[src/rtl/core/stb_pkg.sv]
// Shared types and constants for the software timer bank.
`default_nettype none

package stb_pkg;

  localparam int FUNC_W   = 3;
  localparam int IDX_W    = 3;
  localparam int COUNT_W  = 32;
  localparam int STATUS_W = 2;

  // Operation codes; codes 5 to 7 are ignored
  typedef enum logic [FUNC_W-1:0] {
    OP_TICK  = 3'd0,
    OP_START = 3'd1,
    OP_STOP  = 3'd2,
    OP_READ  = 3'd3,
    OP_VALUE = 3'd4
  } op_t;

  // Result status codes
  typedef enum logic [STATUS_W-1:0] {
    STAT_ACK         = 2'd0,
    STAT_EXPIRED     = 2'd1,
    STAT_WAITING     = 2'd2,
    STAT_NOT_STARTED = 2'd3
  } status_t;

  // Controller states
  typedef enum logic [2:0] {
    ST_IDLE,
    ST_EXEC,
    ST_SWEEP,
    ST_FLUSH,
    ST_VREAD,
    ST_VWAIT,
    ST_RESULT
  } ctrl_state_t;

  // Commands from controller to datapath
  typedef struct packed {
    logic capture;    // latch the input beat, clear result and sweep counter
    logic exec_op;    // apply start / stop / read status to the addressed timer
    logic sweep_rd;   // read the count of the next timer in the tick sweep
    logic value_rd;   // read the count of the addressed timer
    logic value_lat;  // latch the read count into the result
    logic out_load;   // move the result into the output register
  } cmd_t;

  // Status from datapath to controller
  typedef struct packed {
    logic sweep_last; // sweep counter points at the last timer
    logic out_free;   // output register can take a result this cycle
  } sts_t;

endpackage

`default_nettype wire

[src/rtl/core/stb_ram.sv]
// Generic simple dual-port RAM with registered read.
`default_nettype none

module stb_ram #(
  parameter int WIDTH = 32,
  parameter int DEPTH = 8,
  parameter int AW    = (DEPTH > 1) ? $clog2(DEPTH) : 1
) (
  input  wire logic             clk,
  input  wire logic             we,
  input  wire logic [AW-1:0]    waddr,
  input  wire logic [WIDTH-1:0] wdata,
  input  wire logic             re,
  input  wire logic [AW-1:0]    raddr,
  output logic      [WIDTH-1:0] rdata
);

  logic [WIDTH-1:0] mem [DEPTH];

  // Write port
  always_ff @(posedge clk) begin
    if (we) begin
      mem[waddr] <= wdata;
    end
  end

  // Registered read port
  always_ff @(posedge clk) begin
    if (re) begin
      rdata <= mem[raddr];
    end
  end

endmodule

`default_nettype wire

[src/rtl/core/stb_ctrl.sv]
// Controller state machine for the software timer bank.
`default_nettype none

module stb_ctrl (
  input  wire logic                       clk,
  input  wire logic                       rst_n,
  input  wire logic                       in_valid,
  input  wire logic [stb_pkg::FUNC_W-1:0] in_func,
  output logic                            in_stall,
  input  wire stb_pkg::sts_t              sts,
  output stb_pkg::cmd_t                   cmd
);

  stb_pkg::ctrl_state_t state_r, state_nxt;

  // State register
  always_ff @(posedge clk) begin
    if (!rst_n) begin
      state_r <= stb_pkg::ST_IDLE;
    end else begin
      state_r <= state_nxt;
    end
  end

  // Next state and commands
  always_comb begin
    state_nxt = state_r;
    cmd       = '0;
    in_stall  = 1'b1;
    unique case (state_r)
      stb_pkg::ST_IDLE: begin
        in_stall = 1'b0;
        if (in_valid) begin
          cmd.capture = 1'b1;
          case (stb_pkg::op_t'(in_func))
            stb_pkg::OP_TICK:  state_nxt = stb_pkg::ST_SWEEP;
            stb_pkg::OP_VALUE: state_nxt = stb_pkg::ST_VREAD;
            default:           state_nxt = stb_pkg::ST_EXEC;
          endcase
        end
      end
      stb_pkg::ST_EXEC: begin
        cmd.exec_op = 1'b1;
        state_nxt   = stb_pkg::ST_RESULT;
      end
      // one timer read per cycle; write-back follows in the next cycle
      stb_pkg::ST_SWEEP: begin
        cmd.sweep_rd = 1'b1;
        if (sts.sweep_last) begin
          state_nxt = stb_pkg::ST_FLUSH;
        end
      end
      stb_pkg::ST_FLUSH: begin
        state_nxt = stb_pkg::ST_RESULT;
      end
      stb_pkg::ST_VREAD: begin
        cmd.value_rd = 1'b1;
        state_nxt    = stb_pkg::ST_VWAIT;
      end
      stb_pkg::ST_VWAIT: begin
        cmd.value_lat = 1'b1;
        state_nxt     = stb_pkg::ST_RESULT;
      end
      stb_pkg::ST_RESULT: begin
        if (sts.out_free) begin
          cmd.out_load = 1'b1;
          state_nxt    = stb_pkg::ST_IDLE;
        end
      end
      default: state_nxt = stb_pkg::ST_IDLE;
    endcase
  end

endmodule

`default_nettype wire

[src/rtl/core/stb_datapath.sv]
// Datapath: timer flags, count memory, tick sweep and output register.
`default_nettype none

module stb_datapath #(
  parameter int TIMER_COUNT = 8
) (
  input  wire logic                         clk,
  input  wire logic                         rst_n,
  input  wire logic [stb_pkg::FUNC_W-1:0]   in_func,
  input  wire logic [stb_pkg::IDX_W-1:0]    in_timer_index,
  input  wire logic [stb_pkg::COUNT_W-1:0]  in_load_count,
  input  wire stb_pkg::cmd_t                cmd,
  output stb_pkg::sts_t                     sts,
  output logic                              out_valid,
  input  wire logic                         out_stall,
  output logic [stb_pkg::STATUS_W-1:0]      out_status,
  output logic [stb_pkg::COUNT_W-1:0]       out_remaining
);

  localparam int AW = (TIMER_COUNT > 1) ? $clog2(TIMER_COUNT) : 1;

  // Latched input beat
  stb_pkg::op_t                 op_r;
  logic [stb_pkg::IDX_W-1:0]    idx_r;
  logic [stb_pkg::COUNT_W-1:0]  load_r;

  // Per-timer flags; written_r marks a count entry that holds real data
  logic [TIMER_COUNT-1:0] running_r;
  logic [TIMER_COUNT-1:0] expired_r;
  logic [TIMER_COUNT-1:0] written_r;

  // Sweep counter and the pending write-back stage
  logic [AW-1:0] cnt_r;
  logic          pend_r;
  logic [AW-1:0] pend_addr_r;

  // Held result and output register
  stb_pkg::status_t             res_status_r;
  logic [stb_pkg::COUNT_W-1:0]  res_rem_r;
  logic                         out_valid_r;
  stb_pkg::status_t             out_status_r;
  logic [stb_pkg::COUNT_W-1:0]  out_rem_r;

  logic                         idx_ok;
  logic [AW-1:0]                idx_addr;
  logic [stb_pkg::COUNT_W-1:0]  rd_data;
  logic                         ram_we;
  logic [AW-1:0]                ram_waddr;
  logic [stb_pkg::COUNT_W-1:0]  ram_wdata;
  logic                         ram_re;
  logic [AW-1:0]                ram_raddr;
  logic                         proc_hit;
  logic [stb_pkg::COUNT_W-1:0]  proc_cnt;
  logic                         proc_zero;
  stb_pkg::status_t             exec_status;

  assign idx_ok   = (32'(idx_r) < TIMER_COUNT);
  assign idx_addr = AW'(idx_r);

  // Tick step for the timer whose count just came out of the memory
  assign proc_hit  = pend_r && running_r[pend_addr_r] && !expired_r[pend_addr_r];
  assign proc_cnt  = written_r[pend_addr_r] ? rd_data : '0;
  assign proc_zero = (proc_cnt == '0);

  // Memory port muxing; start and the sweep never overlap
  assign ram_we    = (proc_hit && !proc_zero) ||
                     (cmd.exec_op && (op_r == stb_pkg::OP_START) && idx_ok);
  assign ram_waddr = cmd.exec_op ? idx_addr : pend_addr_r;
  assign ram_wdata = cmd.exec_op ? load_r : (proc_cnt - 32'd1);
  assign ram_re    = cmd.sweep_rd || cmd.value_rd;
  assign ram_raddr = cmd.sweep_rd ? cnt_r : idx_addr;

  stb_ram #(
    .WIDTH (stb_pkg::COUNT_W),
    .DEPTH (TIMER_COUNT)
  ) u_count_ram (
    .clk   (clk),
    .we    (ram_we),
    .waddr (ram_waddr),
    .wdata (ram_wdata),
    .re    (ram_re),
    .raddr (ram_raddr),
    .rdata (rd_data)
  );

  // Status answer for a read-status operation
  always_comb begin
    exec_status = stb_pkg::STAT_ACK;
    if (op_r == stb_pkg::OP_READ) begin
      if (!idx_ok || !running_r[idx_addr]) begin
        exec_status = stb_pkg::STAT_NOT_STARTED;
      end else if (expired_r[idx_addr]) begin
        exec_status = stb_pkg::STAT_EXPIRED;
      end else begin
        exec_status = stb_pkg::STAT_WAITING;
      end
    end
  end

  // Input beat capture
  always_ff @(posedge clk) begin
    if (cmd.capture) begin
      op_r   <= stb_pkg::op_t'(in_func);
      idx_r  <= in_timer_index;
      load_r <= in_load_count;
    end
  end

  // Timer flags
  always_ff @(posedge clk) begin
    if (!rst_n) begin
      running_r <= '0;
      expired_r <= '0;
      written_r <= '0;
    end else begin
      if (proc_hit) begin
        if (proc_zero) begin
          expired_r[pend_addr_r] <= 1'b1;
        end else begin
          written_r[pend_addr_r] <= 1'b1;
        end
      end
      if (cmd.exec_op && idx_ok) begin
        case (op_r)
          stb_pkg::OP_START: begin
            running_r[idx_addr] <= 1'b1;
            expired_r[idx_addr] <= 1'b0;
            written_r[idx_addr] <= 1'b1;
          end
          stb_pkg::OP_STOP: begin
            running_r[idx_addr] <= 1'b0;
            expired_r[idx_addr] <= 1'b0;
          end
          stb_pkg::OP_READ: begin
            if (running_r[idx_addr] && expired_r[idx_addr]) begin
              running_r[idx_addr] <= 1'b0;
              expired_r[idx_addr] <= 1'b0;
            end
          end
          default: ;
        endcase
      end
    end
  end

  // Sweep counter and write-back stage
  always_ff @(posedge clk) begin
    if (!rst_n) begin
      cnt_r  <= '0;
      pend_r <= 1'b0;
    end else begin
      pend_r <= cmd.sweep_rd;
      if (cmd.capture) begin
        cnt_r <= '0;
      end else if (cmd.sweep_rd) begin
        cnt_r <= cnt_r + 1'b1;
      end
    end
  end

  always_ff @(posedge clk) begin
    if (cmd.sweep_rd) begin
      pend_addr_r <= cnt_r;
    end
  end

  assign sts.sweep_last = (cnt_r == AW'(TIMER_COUNT - 1));

  // Held result
  always_ff @(posedge clk) begin
    if (cmd.capture) begin
      res_status_r <= stb_pkg::STAT_ACK;
      res_rem_r    <= '0;
    end else begin
      if (cmd.exec_op) begin
        res_status_r <= exec_status;
      end
      if (cmd.value_lat && idx_ok && written_r[idx_addr]) begin
        res_rem_r <= rd_data;
      end
    end
  end

  // Output register
  assign sts.out_free = !out_valid_r || !out_stall;

  always_ff @(posedge clk) begin
    if (!rst_n) begin
      out_valid_r <= 1'b0;
    end else if (cmd.out_load) begin
      out_valid_r <= 1'b1;
    end else if (!out_stall) begin
      out_valid_r <= 1'b0;
    end
  end

  always_ff @(posedge clk) begin
    if (cmd.out_load) begin
      out_status_r <= res_status_r;
      out_rem_r    <= res_rem_r;
    end
  end

  assign out_valid     = out_valid_r;
  assign out_status    = out_status_r;
  assign out_remaining = out_rem_r;

endmodule

`default_nettype wire

[src/rtl/core/software_timer_bank_top.sv]
// Top level of the software timer bank: controller plus datapath.
// Start, stop, read status and unused codes pass through the exec state; read
// remaining reads and latches the count; tick sweeps every timer and flushes.
// One beat at a time: a new beat is taken only after the last result is loaded
// into the output register. A tick sweeps the count memory one timer per cycle.
// Reset (rst_n low, synchronous) stops and clears every timer at once.
`default_nettype none

module software_timer_bank_top #(
  parameter int TIMER_COUNT = 8
) (
  input  wire logic                          clk,
  input  wire logic                          rst_n,
  input  wire logic                          in_valid,
  output logic                               in_stall,
  input  wire logic [stb_pkg::FUNC_W-1:0]    in_func,
  input  wire logic [stb_pkg::IDX_W-1:0]     in_timer_index,
  input  wire logic [stb_pkg::COUNT_W-1:0]   in_load_count,
  output logic                               out_valid,
  input  wire logic                          out_stall,
  output logic [stb_pkg::STATUS_W-1:0]       out_status,
  output logic [stb_pkg::COUNT_W-1:0]        out_remaining
);

  stb_pkg::cmd_t cmd;
  stb_pkg::sts_t sts;

  stb_ctrl u_ctrl (
    .clk      (clk),
    .rst_n    (rst_n),
    .in_valid (in_valid),
    .in_func  (in_func),
    .in_stall (in_stall),
    .sts      (sts),
    .cmd      (cmd)
  );

  stb_datapath #(
    .TIMER_COUNT (TIMER_COUNT)
  ) u_datapath (
    .clk            (clk),
    .rst_n          (rst_n),
    .in_func        (in_func),
    .in_timer_index (in_timer_index),
    .in_load_count  (in_load_count),
    .cmd            (cmd),
    .sts            (sts),
    .out_valid      (out_valid),
    .out_stall      (out_stall),
    .out_status     (out_status),
    .out_remaining  (out_remaining)
  );

endmodule

`default_nettype wire

[config.mk]
export PLATFORM = sky130hd
export DESIGN_NAME = software_timer_bank_top
export DESIGN_NICKNAME = d
export VERILOG_FILES = /design/src/rtl/core/stb_pkg.sv /design/src/rtl/core/stb_ram.sv /design/src/rtl/core/stb_ctrl.sv /design/src/rtl/core/stb_datapath.sv /design/src/rtl/core/software_timer_bank_top.sv
export SDC_FILE = /design/constraint.sdc
export NUM_CORES = 1
export LEC_CHECK = 0
export ABC_CLOCK_PERIOD_IN_PS = 7300
export BUFFER_PORTS_ARGS = -buffer_cell sky130_fd_sc_hd__buf_4
export CORE_ASPECT_RATIO = 0.8
export CORE_MARGIN = 2
export CORE_UTILIZATION = 66
export CTS_CLUSTER_DIAMETER = 30
export DETAILED_ROUTE_END_ITERATION = 7
export PLACE_DENSITY = 0.94
export SETUP_SLACK_MARGIN = 0.02
export SYNTH_ARGS = -nofsm -noshare
export SYNTH_HDL_FRONTEND = slang
export SYNTH_SLANG_ARGS = --single-unit
[constraint.sdc]
create_clock -name clk -period 7.3 [get_ports clk]
set_input_delay 1.46 -clock clk [delete_from_list [all_inputs] [get_ports clk]]
set_output_delay 1.46 -clock clk [all_outputs]
set_load 0.02 [all_outputs]
==> impl_results.rst, run 1 <==
.. list-table::
   :header-rows: 1

   * - Metric
     - Value
   * - Run status
     - finished clean
   * - Crit path cell chain
     - mux2i_1, o22ai_1, or2_2, nand2_1, ha_1, inv_1, nor2_1, nand4b_2, nand2_1, o31a_1, a21oi_4, buf_4
   * - Violation count after the first detailed-route iteration
     - 2750
   * - Number of storage elements in the synthesis netlist
     - 429
   * - Final hold violation count
     - 0
   * - Die ar.
     - 28200 µm²
   * - Number of global-route vias before repair
     - 12500
   * - Worst r2r path cells
     - 12
   * - CTS-repair resized insts
     - 0
   * - Gr ovfl total
     - 0
   * - Total count of max-transition violations in the final report
     - 0
   * - Most common flop cell mapped by yosys
     - sky130_fd_sc_hd__edfxtp_1
   * - Cells after synthesis
     - 1477
   * - Die height
     - 151 µm
   * - Area added between synthesis and finish
     - 17.0%
   * - Unrepaired setup endpoints after global routing
     - no
   * - Met1 global-route usage
     - 46.4%
   * - Pin count of the biggest net entering global routing
     - 97
   * - Crit path launch type
     - register
   * - Post-synthesis average cell area
     - 12.0 µm²
   * - Overall fraction of global-route tracks in use
     - 34.5%
   * - Die Span X
     - 187 µm
   * - Share of synthesized area occupied by flip-flops and latches
     - 69.0%
   * - Startpoint-to-endpoint class of the critical path
     - reg -> reg
   * - Root buffer selected by CTS
     - sky130_fd_sc_hd__clkbuf_16
   * - Clock slew seen by the registers of the worst setup and hold paths
     - 0.06 ns
   * - Async S/R FF share, synth
     - 0%
   * - Yosys synthesis warning count
     - 0
   * - Worst min path class
     - reg -> reg
   * - CP endpoint kind
     - register
   * - Arrival time of data at the critical path endpoint
     - 4.76 ns
   * - Yosys cell types
     - 67
   * - Wire length reported by the detailed router
     - 48300 µm
   * - Upper clock frequency limit
     - 222 MHz
   * - CP max stage cell
     - sky130_fd_sc_hd__edfxtp_1
   * - DP HPWL
     - 28100 µm
   * - Cell depth of the worst min-delay path
     - 0
   * - Net total in the final layout
     - 1588
   * - CTS tree
     - done
   * - Yosys top cell by area
     - sky130_fd_sc_hd__edfxtp_1
   * - Final Cycle Share
     - 61.7%
   * - Effective utilization at floorplan
     - 67.3%
   * - Std-Cell Rows
     - 53
   * - Slew at the pin closest to its max-slew limit
     - 1.14 ns
   * - First-pass GRT wire length
     - 73200 µm
   * - Via count
     - 13000
   * - Min Clock Period, post-route
     - 4.51 ns
   * - Number of levels the H-tree was split into
     - 2
   * - Input/output buffers
     - 77
   * - Most prevalent standard cell on the critical path
     - sky130_fd_sc_hd__nand2_1
   * - Iteration count of the initial detailed-routing pass
     - 7
   * - Fraction of final layout cells sized beyond drive strength 1
     - 15.7%
   * - Count of hold-fix buffers inserted at cts
     - 0
   * - Ranking of synthesized cells by area
     - sky130_fd_sc_hd__edfxtp_1 62%, sky130_fd_sc_hd__dfxtp_1 7.5%, sky130_fd_sc_hd__nand2_1 7.0%
   * - Core region area
     - 26300 µm²
   * - Wire length per cell after detailed routing
     - 24.8 µm
   * - Maximum vdd drop
     - 0.243 mV
   * - P_leak
     - 7.21 nW
   * - Post-route ant nets
     - 0
   * - GPL Wtd Cong
     - 0.954
   * - Number of max-capacitance violations reported
     - 0
   * - Post CTS Setup Buffer Count
     - 0
   * - Power per standard cell area
     - 331 nW/µm²
   * - Number of enable flip-flop cells after synthesis
     - 363
   * - Clk_lat worst skew
     - 0.59 ns
   * - Post-Syn Area
     - 17700 µm²
   * - Number of clock buffers inserted by TritonCTS
     - 58
   * - Area share of the largest cell type after synthesis
     - 61.5%
   * - Setup Total Neg Slack
     - 0 ns
   * - GR Util met3
     - 10.5%
   * - Total setup violations reported at the end of the flow
     - 0
   * - Busiest layer in global routing
     - met2
   * - Post-detailed-route DRC marker count
     - 0
   * - Worst slew margin relative to its limit
     - 23.1%
   * - I/O pin count
     - 78
   * - Clock Path Buffers
     - 3
   * - Met2 track demand over resource in global routing
     - 53.4%
   * - End-of-flow core utilization
     - 78.7%
   * - Required time worst endpoint
     - 7.55 ns
   * - Antenna violations before repair
     - 3
   * - Max Clock Skew
     - 0.0182 ns
   * - Worst Path Max Fanout
     - 23
   * - Clk sink count
     - 429
   * - Mapped Nets
     - 1523
   * - CP max stage delay
     - 0.83 ns
   * - Vias per std cell
     - 6.68
## placed cells by master (no fill, tap or decap), drive strengths merged, types with 4 or more instances in the layout
master / count
nand2: 331
o31ai: 6
nor2: 95
a21oi: 39
o21ai: 61
and2: 9
mux2i: 50
nand3b: 9
xnor2: 11
nor4: 8
a21o: 4
o22ai: 10
nor2b: 4
xor2: 6
o41ai: 4
a211oi: 4
dfxtp: 66
nand3: 182
nand4: 4
buf: 97
clkinv: 20
bufinv: 7
mux2: 8
clkbuf: 64
a22oi: 10
a31oi: 6
inv: 19
clkinvlp: 8
edfxtp: 363
o2bb2ai: 4
or4: 6
ha: 4
nor3: 18
or3: 8
## metal layers
layer / wire (µm) / up-vias
li1: - / 5514
met1: 17400 / 6186
met2: 21800 / 1111
met3: 7030 / 209
met4: 2010 / 2
met5: 13 / -
## synth_stat cells, types with 4 or more instances
cell type / number
sky130_fd_sc_hd__edfxtp_1: 363
sky130_fd_sc_hd__nand2_1: 331
sky130_fd_sc_hd__nand3_1: 182
sky130_fd_sc_hd__nor2_1: 93
sky130_fd_sc_hd__clkbuf_1: 69
sky130_fd_sc_hd__dfxtp_1: 66
sky130_fd_sc_hd__o21ai_0: 60
sky130_fd_sc_hd__mux2i_1: 50
sky130_fd_sc_hd__a21oi_1: 39
sky130_fd_sc_hd__buf_2: 17
sky130_fd_sc_hd__nor3_1: 16
sky130_fd_sc_hd__xnor2_1: 11
sky130_fd_sc_hd__a22oi_1: 10
sky130_fd_sc_hd__o22ai_1: 10
sky130_fd_sc_hd__and2_1: 9
sky130_fd_sc_hd__nand3b_1: 9
sky130_fd_sc_hd__mux2_2: 8
sky130_fd_sc_hd__or3_1: 8
sky130_fd_sc_hd__inv_1: 7
sky130_fd_sc_hd__a31oi_1: 6
sky130_fd_sc_hd__buf_1: 6
sky130_fd_sc_hd__o31ai_1: 6
sky130_fd_sc_hd__xor2_1: 6
sky130_fd_sc_hd__or4_1: 5
sky130_fd_sc_hd__a21o_1: 4
sky130_fd_sc_hd__ha_1: 4
sky130_fd_sc_hd__nor2b_1: 4
sky130_fd_sc_hd__nor4_2: 4
sky130_fd_sc_hd__o2bb2ai_1: 4
## cell type report
type / instances / area, µm²
flip-flops and latches: 429 / 12200
fillers: 1344 / 5600
multi-input cells: 948 / 5260
clock buffers: 64 / 1540
repair buffers: 97 / 728
clock inverters: 46 / 508
well taps: 357 / 447
inverters: 8 / 30.0
diodes: 1 / 2.50
## power by group
part	internal [mW]	total [mW]	switching (mW)	leakage [nW]
sequential	2.85	3.01	0.163	3.82
clock	1.80	2.92	1.12	0.979
combinational	0.245	0.935	0.690	2.41
total	4.89	6.86	1.98	7.21
## flip-flops by register name, summed over array words and instances, names as in the netlist, 8 cells and up, named ones only
register	cells
u_datapath.expired_r	8
u_datapath.u_count_ram.rdata	32
u_datapath.load_r	32
u_datapath.u_count_ram.mem	256
u_datapath.res_rem_r	32
u_datapath.written_r	8
u_datapath.out_remaining	32
## per-stage QoR
| stage | setup WS [ns] | instances | total power [mW] | instance area [µm²] | hold slack [ns] |
|---|---|---|---|---|---|
| 4_1_cts | 2.87 | 1949 | 6.82 | 20700 | 0.431 |
| 5_1_grt | 2.63 | 1949 | 7.04 | 20700 | 0.445 |
| 3_3_place_gp | 3.13 | 1839 | 3.86 | 18700 | 0.419 |
| 3_5_place_dp | 3.04 | 1839 | 3.91 | 18700 | 0.413 |
| 6_report | 2.79 | 1950 | 6.86 | 20700 | 0.432 |
| 2_1_floorplan | 2.66 | 1477 | 3.56 | 17700 | 0.400 |
## kinds of logic (layout without fill, tap and decap cells)
kind of cell	Yosys count	in the layout	share of synthesized area (%)
AOI/OAI and AO/OA	172	172	6.11
DFF	429	429	69.0
xor gates and xnor gates	17	17	0.840
adders and majority gates	4	4	0.283
muxes	61	61	3.72
and+or+nand+nor	694	694	17.8
buffers and inverters	100	215	2.24
other	0	1	0
## critical path: cells and delay by family, from the launching register on
family                     cells  cell delay (ns)
AOI/OAI and AO/OA              3             1.50
and+or+nand+nor                5             0.93
DFF                            1             0.83
buffers and inverters          2             0.49
adders and majority gates      1             0.23
muxes                          1             0.18
## final timing paths
check	endpoint	startpoint	slack, ns
worst max-delay path	u_datapath.u_count_ram.mem[2][5]$_DFFE_PP_	u_datapath.pend_addr_r[0]$_DFFE_PP_	2.79
worst min-delay path	u_datapath.out_remaining[26]$_DFFE_PP_	u_datapath.res_rem_r[26]$_SDFFE_PP0P_	0.43
worst max register to register	u_datapath.u_count_ram.mem[2][5]$_DFFE_PP_	u_datapath.pend_addr_r[0]$_DFFE_PP_	2.79
worst min register to register	u_datapath.out_remaining[26]$_DFFE_PP_	u_datapath.res_rem_r[26]$_SDFFE_PP0P_	0.43
Power figures use the tool's default switching activity.
==> run 2, diff against run 1 <==
--- a/config.mk
+++ b/config.mk
@@ -5,14 +5,14 @@
 export SDC_FILE = /design/constraint.sdc
 export NUM_CORES = 1
 export LEC_CHECK = 0
-export ABC_CLOCK_PERIOD_IN_PS = 7300
+export ABC_CLOCK_PERIOD_IN_PS = 4400
 export BUFFER_PORTS_ARGS = -buffer_cell sky130_fd_sc_hd__buf_4
 export CORE_ASPECT_RATIO = 0.8
 export CORE_MARGIN = 2
-export CORE_UTILIZATION = 66
+export CORE_UTILIZATION = 61
 export CTS_CLUSTER_DIAMETER = 30
 export DETAILED_ROUTE_END_ITERATION = 7
-export PLACE_DENSITY = 0.94
+export PLACE_DENSITY = 0.88
 export SETUP_SLACK_MARGIN = 0.02
 export SYNTH_ARGS = -nofsm -noshare
 export SYNTH_HDL_FRONTEND = slang
==> constraint.sdc (replaced) <==
create_clock -name clk -period 4.4 [get_ports clk]
set_input_delay 0.88 -clock clk [delete_from_list [all_inputs] [get_ports clk]]
set_output_delay 0.88 -clock clk [all_outputs]
set_load 0.02 [all_outputs]
==> run 2 against run 1 <==
Effect of this change:
- first-iteration DRC count fell by 22%
- clock skew fell by 0.0018 ns
- non-clock buffer count rose by 5
- register-to-register slack got worse by 2.2 ns
- critical path depth fell by 4
- combinational power rose by 64%
- maximum frequency rose by 17%
- critical path type unchanged
==> impl_results.rst, run 2 (same netlist as run 1, synthesis figures left out) <==
.. list-table::
   :header-rows: 1

   * - Metric
     - Value
   * - Crit path launch type
     - register
   * - CP endpoint kind
     - register
   * - Final antenna diode count
     - 0
   * - Logic pwr share
     - 13.5%
   * - CP max stage delay
     - 0.81 ns
   * - Switching share of power
     - 29.0%
   * - Maximum vdd drop
     - 0.381 mV
   * - Number of levels the H-tree was split into
     - 2
   * - Die Span X
     - 195 µm
   * - Worst r2r path cells
     - 8
   * - Fraction of final layout cells sized beyond drive strength 1
     - 15.7%
   * - Count of hold-fix buffers inserted at cts
     - 0
   * - Arrival time of data at the critical path endpoint
     - 4.08 ns
   * - Count of filler cells inserted in the layout
     - 1651
   * - Most frequent standard cell in the layout excluding fill and tap cells
     - sky130_fd_sc_hd__edfxtp_1
   * - Overall fraction of global-route tracks in use
     - 31.1%
   * - Violation count after the first detailed-route iteration
     - 2158
   * - Number of clock buffers inserted by TritonCTS
     - 58
   * - Internal portion of total power
     - 8.03 mW
   * - Worst reg2reg endpoint
     - u_datapath.u_count_ram.mem[4][14]$_DFFE_PP_
   * - Clock Path Buffers
     - 3
   * - Worst slew margin relative to its limit
     - 16.1%
   * - Iteration count of the initial detailed-routing pass
     - 6
   * - Input/output buffers
     - 77
   * - Leading cell types in the layout, fill and taps excluded
     - 363 x sky130_fd_sc_hd__edfxtp_1, 331 x sky130_fd_sc_hd__nand2_1, 182 x sky130_fd_sc_hd__nand3_1
   * - Die height
     - 156 µm
   * - First-pass GRT wire length
     - 71200 µm
   * - Std-Cell Rows
     - 55
   * - Clk_lat worst skew
     - 0.59 ns
   * - Wire length per cell after detailed routing
     - 23.9 µm
   * - Final hold violation count
     - 0
   * - Vias per std cell
     - 6.47
   * - Psw
     - 3.28 mW
   * - Power per standard cell area
     - 542 nW/µm²
   * - Required time worst endpoint
     - 4.63 ns
   * - Max Clock Skew
     - 0.0164 ns
   * - I/O pin count
     - 78
   * - Total instance count after detailed placement
     - 1857
   * - Number of max-capacitance violations reported
     - 0
   * - Clk sink count
     - 429
   * - Post-detailed-route DRC marker count
     - 0
   * - Run status
     - finished clean
   * - Core region area
     - 28400 µm²
   * - Critical path destination
     - u_datapath.u_count_ram.mem[4][14]$_DFFE_PP_
   * - CTS-repair resized insts
     - 0
   * - Clock slew seen by the registers of the worst setup and hold paths
     - 0.06 ns
   * - Total setup violations reported at the end of the flow
     - 0
   * - Post-route worst setup slack
     - 0.554 ns
   * - Total power draw
     - 11.3 mW
   * - Number of global-route vias before repair
     - 12500
   * - Startpoint-to-endpoint class of the critical path
     - reg -> reg
   * - Largest register by flop count
     - u_datapath.u_count_ram.mem
   * - Post-route ant nets
     - 0
   * - Number of standard cells in the final layout excluding fillers
     - 1964
   * - Setup slack, reg-to-reg
     - 0.55 ns
   * - Fraction of power consumed by the clock network
     - 42.1%
   * - Final Cycle Share
     - 87.4%
   * - Worst setup timing slack at the placement stage
     - 0.784 ns
   * - Net total in the final layout
     - 1593
   * - Gr ovfl total
     - 0
   * - Min Clock Period, post-route
     - 3.85 ns
   * - Worst Path Max Fanout
     - 16
   * - CP max stage cell
     - sky130_fd_sc_hd__o31ai_1
   * - Largest register FFs
     - 256
   * - Root buffer selected by CTS
     - sky130_fd_sc_hd__clkbuf_16
   * - P_leak
     - 7.26 nW
   * - Die ar.
     - 30400 µm²
   * - Pin count of the biggest net entering global routing
     - 97
   * - Launching element of the worst setup path
     - u_datapath.pend_addr_r[0]$_DFFE_PP_
   * - Area added between synthesis and finish
     - 17.8%
   * - Part of the power in registers
     - 44.3%
   * - Wire length reported by the detailed router
     - 47000 µm
   * - Slew at the pin closest to its max-slew limit
     - 1.26 ns
   * - Crit path cell chain
     - mux2i_1, o22ai_1, or2_2, nand2_1, ha_1, or3_1, o21ai_0, o31ai_1
   * - Post CTS Setup Buffer Count
     - 0
   * - Total count of max-transition violations in the final report
     - 0
   * - Upper clock frequency limit
     - 260 MHz
   * - Worst min path class
     - reg -> reg
   * - Unrepaired setup endpoints after global routing
     - no
   * - DP HPWL
     - 27700 µm
   * - GPL Wtd Cong
     - 0.916
   * - CTS tree
     - done
   * - Effective utilization at floorplan
     - 62.3%
   * - Start of the worst register-to-register path
     - u_datapath.pend_addr_r[0]$_DFFE_PP_
   * - Via count
     - 12700
   * - Antenna violations before repair
     - 4
-- run 2: cell types whose count changed in the layout (fill, tap and decap cells not counted), sizes merged --
cell,previous run,this run
buf,97,102
inv,19,24
clkinvlp,8,5
clkbuf,64,62
clkinv,20,18
bufinv,7,6
diode,1,0
-- run 2: layer usage --
metal  vias up  global-route usage [%]  share of wire (%)
li1       5527                       -                  -
met3       171                    10.0                 14
met4         2                    12.9                3.7
met5         -                       0              0.028
met2       965                    47.9                 45
met1      6046                    41.3                 37
-- run 2: area by class of cell --
cell class | count | area [µm²] | area share (%)
clock buffers | 62 | 1500 | 7.17
clock inverters | 45 | 510 | 2.45
inverters | 8 | 30.0 | 0.144
multi-input cells | 948 | 5250 | 25.1
flip-flops and latches | 429 | 12200 | 58.5
well taps | 370 | 463 | 2.22
repair buffers | 102 | 903 | 4.33
-- run 2: power groups by stage --
stage / clock [mW] / combinational [mW] / sequential [mW]
2_1_floorplan: 0 / 0.976 / 4.92
3_3_place_gp: 0 / 1.39 / 5.05
3_5_place_dp: 0 / 1.45 / 5.07
4_1_cts: 4.79 / 1.48 / 4.99
5_1_grt: 4.96 / 1.64 / 5.02
6_report: 4.76 / 1.53 / 5.01
-- run 2: worst max-delay path: cells and delay by family, from the launching register on --
kind	cells	cell delay [ns]
mux	1	0.29
simple gates	3	0.79
fa+ha+maj	1	0.47
flops	1	0.80
compound gates	3	1.14
-- run 2: how the worst min path moves through the flow --
stage,cells past startpoint,endpoint,start,slack (ns)
2_1_floorplan,0,u_datapath.out_status[0]$_DFFE_PP_,u_datapath.res_status_r[0]$_SDFFE_PP0P_,0.40
3_3_place_gp,0,u_datapath.out_remaining[26]$_DFFE_PP_,u_datapath.res_rem_r[26]$_SDFFE_PP0P_,0.42
3_5_place_dp,0,u_datapath.out_remaining[27]$_DFFE_PP_,u_datapath.res_rem_r[27]$_SDFFE_PP0P_,0.42
4_1_cts,0,u_datapath.out_remaining[14]$_DFFE_PP_,u_datapath.res_rem_r[14]$_SDFFE_PP0P_,0.43
5_1_grt,0,u_datapath.out_remaining[14]$_DFFE_PP_,u_datapath.res_rem_r[14]$_SDFFE_PP0P_,0.45
6_report,0,u_datapath.out_remaining[22]$_DFFE_PP_,u_datapath.res_rem_r[22]$_SDFFE_PP0P_,0.43
-- run 2: through the flow --
step / utilization [%] / hold slack, ns / setup TNS (ns) / instance area, µm²
3_3_place_gp: 66.4 / 0.417 / 0 / 18900
2_1_floorplan: - / 0.400 / -62.56 / 17700
4_1_cts: 73.4 / 0.435 / 0 / 20900
5_1_grt: 73.4 / 0.448 / 0 / 20900
3_5_place_dp: 66.4 / 0.420 / 0 / 18900
6_report: 73.4 / 0.432 / 0 / 20900
==> run 3, diff against run 2 <==
--- a/config.mk
+++ b/config.mk
@@ -13,6 +13,7 @@
 export CTS_CLUSTER_DIAMETER = 30
 export DETAILED_ROUTE_END_ITERATION = 7
 export PLACE_DENSITY = 0.88
+export REMOVE_ABC_BUFFERS = 1
 export SETUP_SLACK_MARGIN = 0.02
 export SYNTH_ARGS = -nofsm -noshare
 export SYNTH_HDL_FRONTEND = slang
==> run 3 against run 2 <==
Effect of this change:
- cell count increased by 0.56%
- die area stayed put
- clock skew up 0.019 ns
- largest cell class unchanged
- critical endpoint is now u_datapath.u_count_ram.mem[0][31]$_DFFE_PP_
- register-to-register slack lost 0.27 ns
==> impl_results.rst, run 3 (same netlist as run 1, synthesis figures left out) <==
.. list-table::
   :header-rows: 1

   * - Metric
     - Value
   * - Run status
     - finished clean
   * - Post-route cell area
     - 20900 µm²
   * - Setup slack, reg-to-reg
     - 0.29 ns
   * - Fraction of final layout cells sized beyond drive strength 1
     - 16.6%
   * - Crit path launch type
     - register
   * - Via count
     - 12900
   * - Number of global-route vias before repair
     - 12600
   * - Final Cycle Share
     - 93.5%
   * - Worst setup timing slack at the placement stage
     - 0.267 ns
   * - Gr ovfl total
     - 0
   * - Number of levels the H-tree was split into
     - 2
   * - Antenna violations before repair
     - 0
   * - Clk sink count
     - 429
   * - DP HPWL
     - 26600 µm
   * - Die height
     - 156 µm
   * - CP endpoint kind
     - register
   * - Input/output buffers
     - 77
   * - Power per standard cell area
     - 548 nW/µm²
   * - Area added between synthesis and finish
     - 18.2%
   * - Post-route worst setup slack
     - 0.285 ns
   * - Root buffer selected by CTS
     - sky130_fd_sc_hd__clkbuf_16
   * - Worst Path Max Fanout
     - 32
   * - Total setup violations reported at the end of the flow
     - 0
   * - Std-Cell Rows
     - 55
   * - Max Clock Skew
     - 0.0350 ns
   * - Largest register by flop count
     - u_datapath.u_count_ram.mem
   * - GPL Wtd Cong
     - 0.901
   * - Wire length per cell after detailed routing
     - 23.5 µm
   * - Pin count of the biggest net entering global routing
     - 97
   * - Min Clock Period, post-route
     - 4.12 ns
   * - Startpoint-to-endpoint class of the critical path
     - reg -> reg
   * - I/O pin count
     - 78
   * - Upper clock frequency limit
     - 243 MHz
   * - Clk_lat worst skew
     - 0.60 ns
   * - Leading cell types in the layout, fill and taps excluded
     - 363 x sky130_fd_sc_hd__edfxtp_1, 331 x sky130_fd_sc_hd__nand2_1, 182 x sky130_fd_sc_hd__nand3_1
   * - Effective utilization at floorplan
     - 62.3%
   * - Clock Path Buffers
     - 3
   * - Placed standard-cell area
     - 18800 µm²
   * - End-of-flow core utilization
     - 73.7%
   * - Core region area
     - 28400 µm²
   * - CTS tree
     - done
   * - Most frequent standard cell in the layout excluding fill and tap cells
     - sky130_fd_sc_hd__edfxtp_1
   * - Largest register FFs
     - 256
   * - Final antenna diode count
     - 0
   * - Slew at the pin closest to its max-slew limit
     - 1.41 ns
   * - Overall fraction of global-route tracks in use
     - 30.7%
   * - Wire length reported by the detailed router
     - 46400 µm
   * - Unrepaired setup endpoints after global routing
     - no
   * - Die ar.
     - 30400 µm²
   * - Arrival time of data at the critical path endpoint
     - 4.29 ns
   * - P_leak
     - 7.33 nW
   * - Crit path cell chain
     - or2_2, o22ai_1, or2_2, nand2_1, ha_1, inv_1, nor2_1, nand4b_2, nand2_1, o31a_2, a21oi_4
   * - Number of clock buffers inserted by TritonCTS
     - 61
   * - Total count of max-transition violations in the final report
     - 0
   * - CP max stage delay
     - 1.10 ns
   * - Iteration count of the initial detailed-routing pass
     - 6
   * - Vias per std cell
     - 6.53
   * - Clock slew seen by the registers of the worst setup and hold paths
     - 0.06 ns
   * - Die Span X
     - 195 µm
   * - Net total in the final layout
     - 1600
   * - Count of hold-fix buffers inserted at cts
     - 0
   * - Number of max-capacitance violations reported
     - 0
   * - Worst min path class
     - reg -> reg
   * - Worst slew margin relative to its limit
     - 5.68%
   * - First-pass GRT wire length
     - 71300 µm
   * - Required time worst endpoint
     - 4.58 ns
   * - Post CTS Setup Buffer Count
     - 0
   * - Final hold violation count
     - 0
   * - Post-detailed-route DRC marker count
     - 0
   * - Violation count after the first detailed-route iteration
     - 2085
   * - Maximum vdd drop
     - 0.562 mV
   * - CP max stage cell
     - sky130_fd_sc_hd__a21oi_4
   * - Post-route ant nets
     - 0
==> run 3: cell types whose count changed in the layout (fill, tap and decap cells not counted), moves of 2 or more <==
cell                        before  now
sky130_fd_sc_hd__clkinv_8        4    0
sky130_fd_sc_hd__clkinv_1        8    4
sky130_fd_sc_hd__clkinv_2        4    6
sky130_fd_sc_hd__buf_12         11    6
sky130_fd_sc_hd__clkbuf_16      59   61
sky130_fd_sc_hd__inv_6           9   12
sky130_fd_sc_hd__clkinv_4        2    8
sky130_fd_sc_hd__buf_4          91  100
sky130_fd_sc_hd__clkbuf_8        1    4
==> run 3: metrics by stage <==
stage	instances	power, mW	hold WS [ns]	setup TNS [ns]
after floorplan	1385	5.88	0.400	-55.94
after global placement	1861	6.41	0.405	0
after detailed placement	1861	6.48	0.410	0
after CTS	1975	11.4	0.427	0
after global routing	1975	11.8	0.437	0
final	1975	11.5	0.421	0
==> run 3: area by class of cell <==
cell class | instances | area (µm²)
fillers | 1659 | 7470
clock buffers | 67 | 1590
well taps | 370 | 463
clock inverters | 47 | 522
flip-flops and latches | 429 | 12200
repair buffers | 106 | 871
multi-input cells | 948 | 5250
inverters | 8 | 30.0
==> run 3: final timing paths <==
check | start | endpoint | cells after the start
hold reg to reg | u_datapath.res_status_r[0]$_SDFFE_PP0P_ | u_datapath.out_status[0]$_DFFE_PP_ | 0
setup reg to reg | u_datapath.pend_addr_r[1]$_DFFE_PP_ | u_datapath.u_count_ram.mem[0][31]$_DFFE_PP_ | 11
hold / removal | u_datapath.res_status_r[0]$_SDFFE_PP0P_ | u_datapath.out_status[0]$_DFFE_PP_ | 0
setup / recovery | u_datapath.pend_addr_r[1]$_DFFE_PP_ | u_datapath.u_count_ram.mem[0][31]$_DFFE_PP_ | 11
==> run 3: metal layers <==
layer	global-route usage (%)	vias up	wire length [µm]	part of all wire [%]
met1	41.1	6124	17000	37
li1	-	5537	-	-
met4	13.2	0	1760	3.8
met3	6.96	170	5920	13
met2	49.1	1059	21800	47
met5	0	-	0	0
==> run 3: critical path: cells and delay by family, from the launching register on <==
family	cells	cell delay [ns]
fa+ha+maj	1	0.22
simple gates	6	1.04
compound gates	3	1.93
flops	1	0.42
buf+inv	1	0.07
==> run 3: power breakdown <==
group | internal, mW | switching, mW
Sequential | 4.72 | 0.256
Combinational | 0.447 | 1.07
Clock | 3.03 | 1.94
==> run 3: what timing repair did <==
action / 4_1_cts / 5_1_grt
endpoints found under the setup margin: 0 / 27
hold endpoints to repair: 0 / 0
resized for setup: 0 / 1
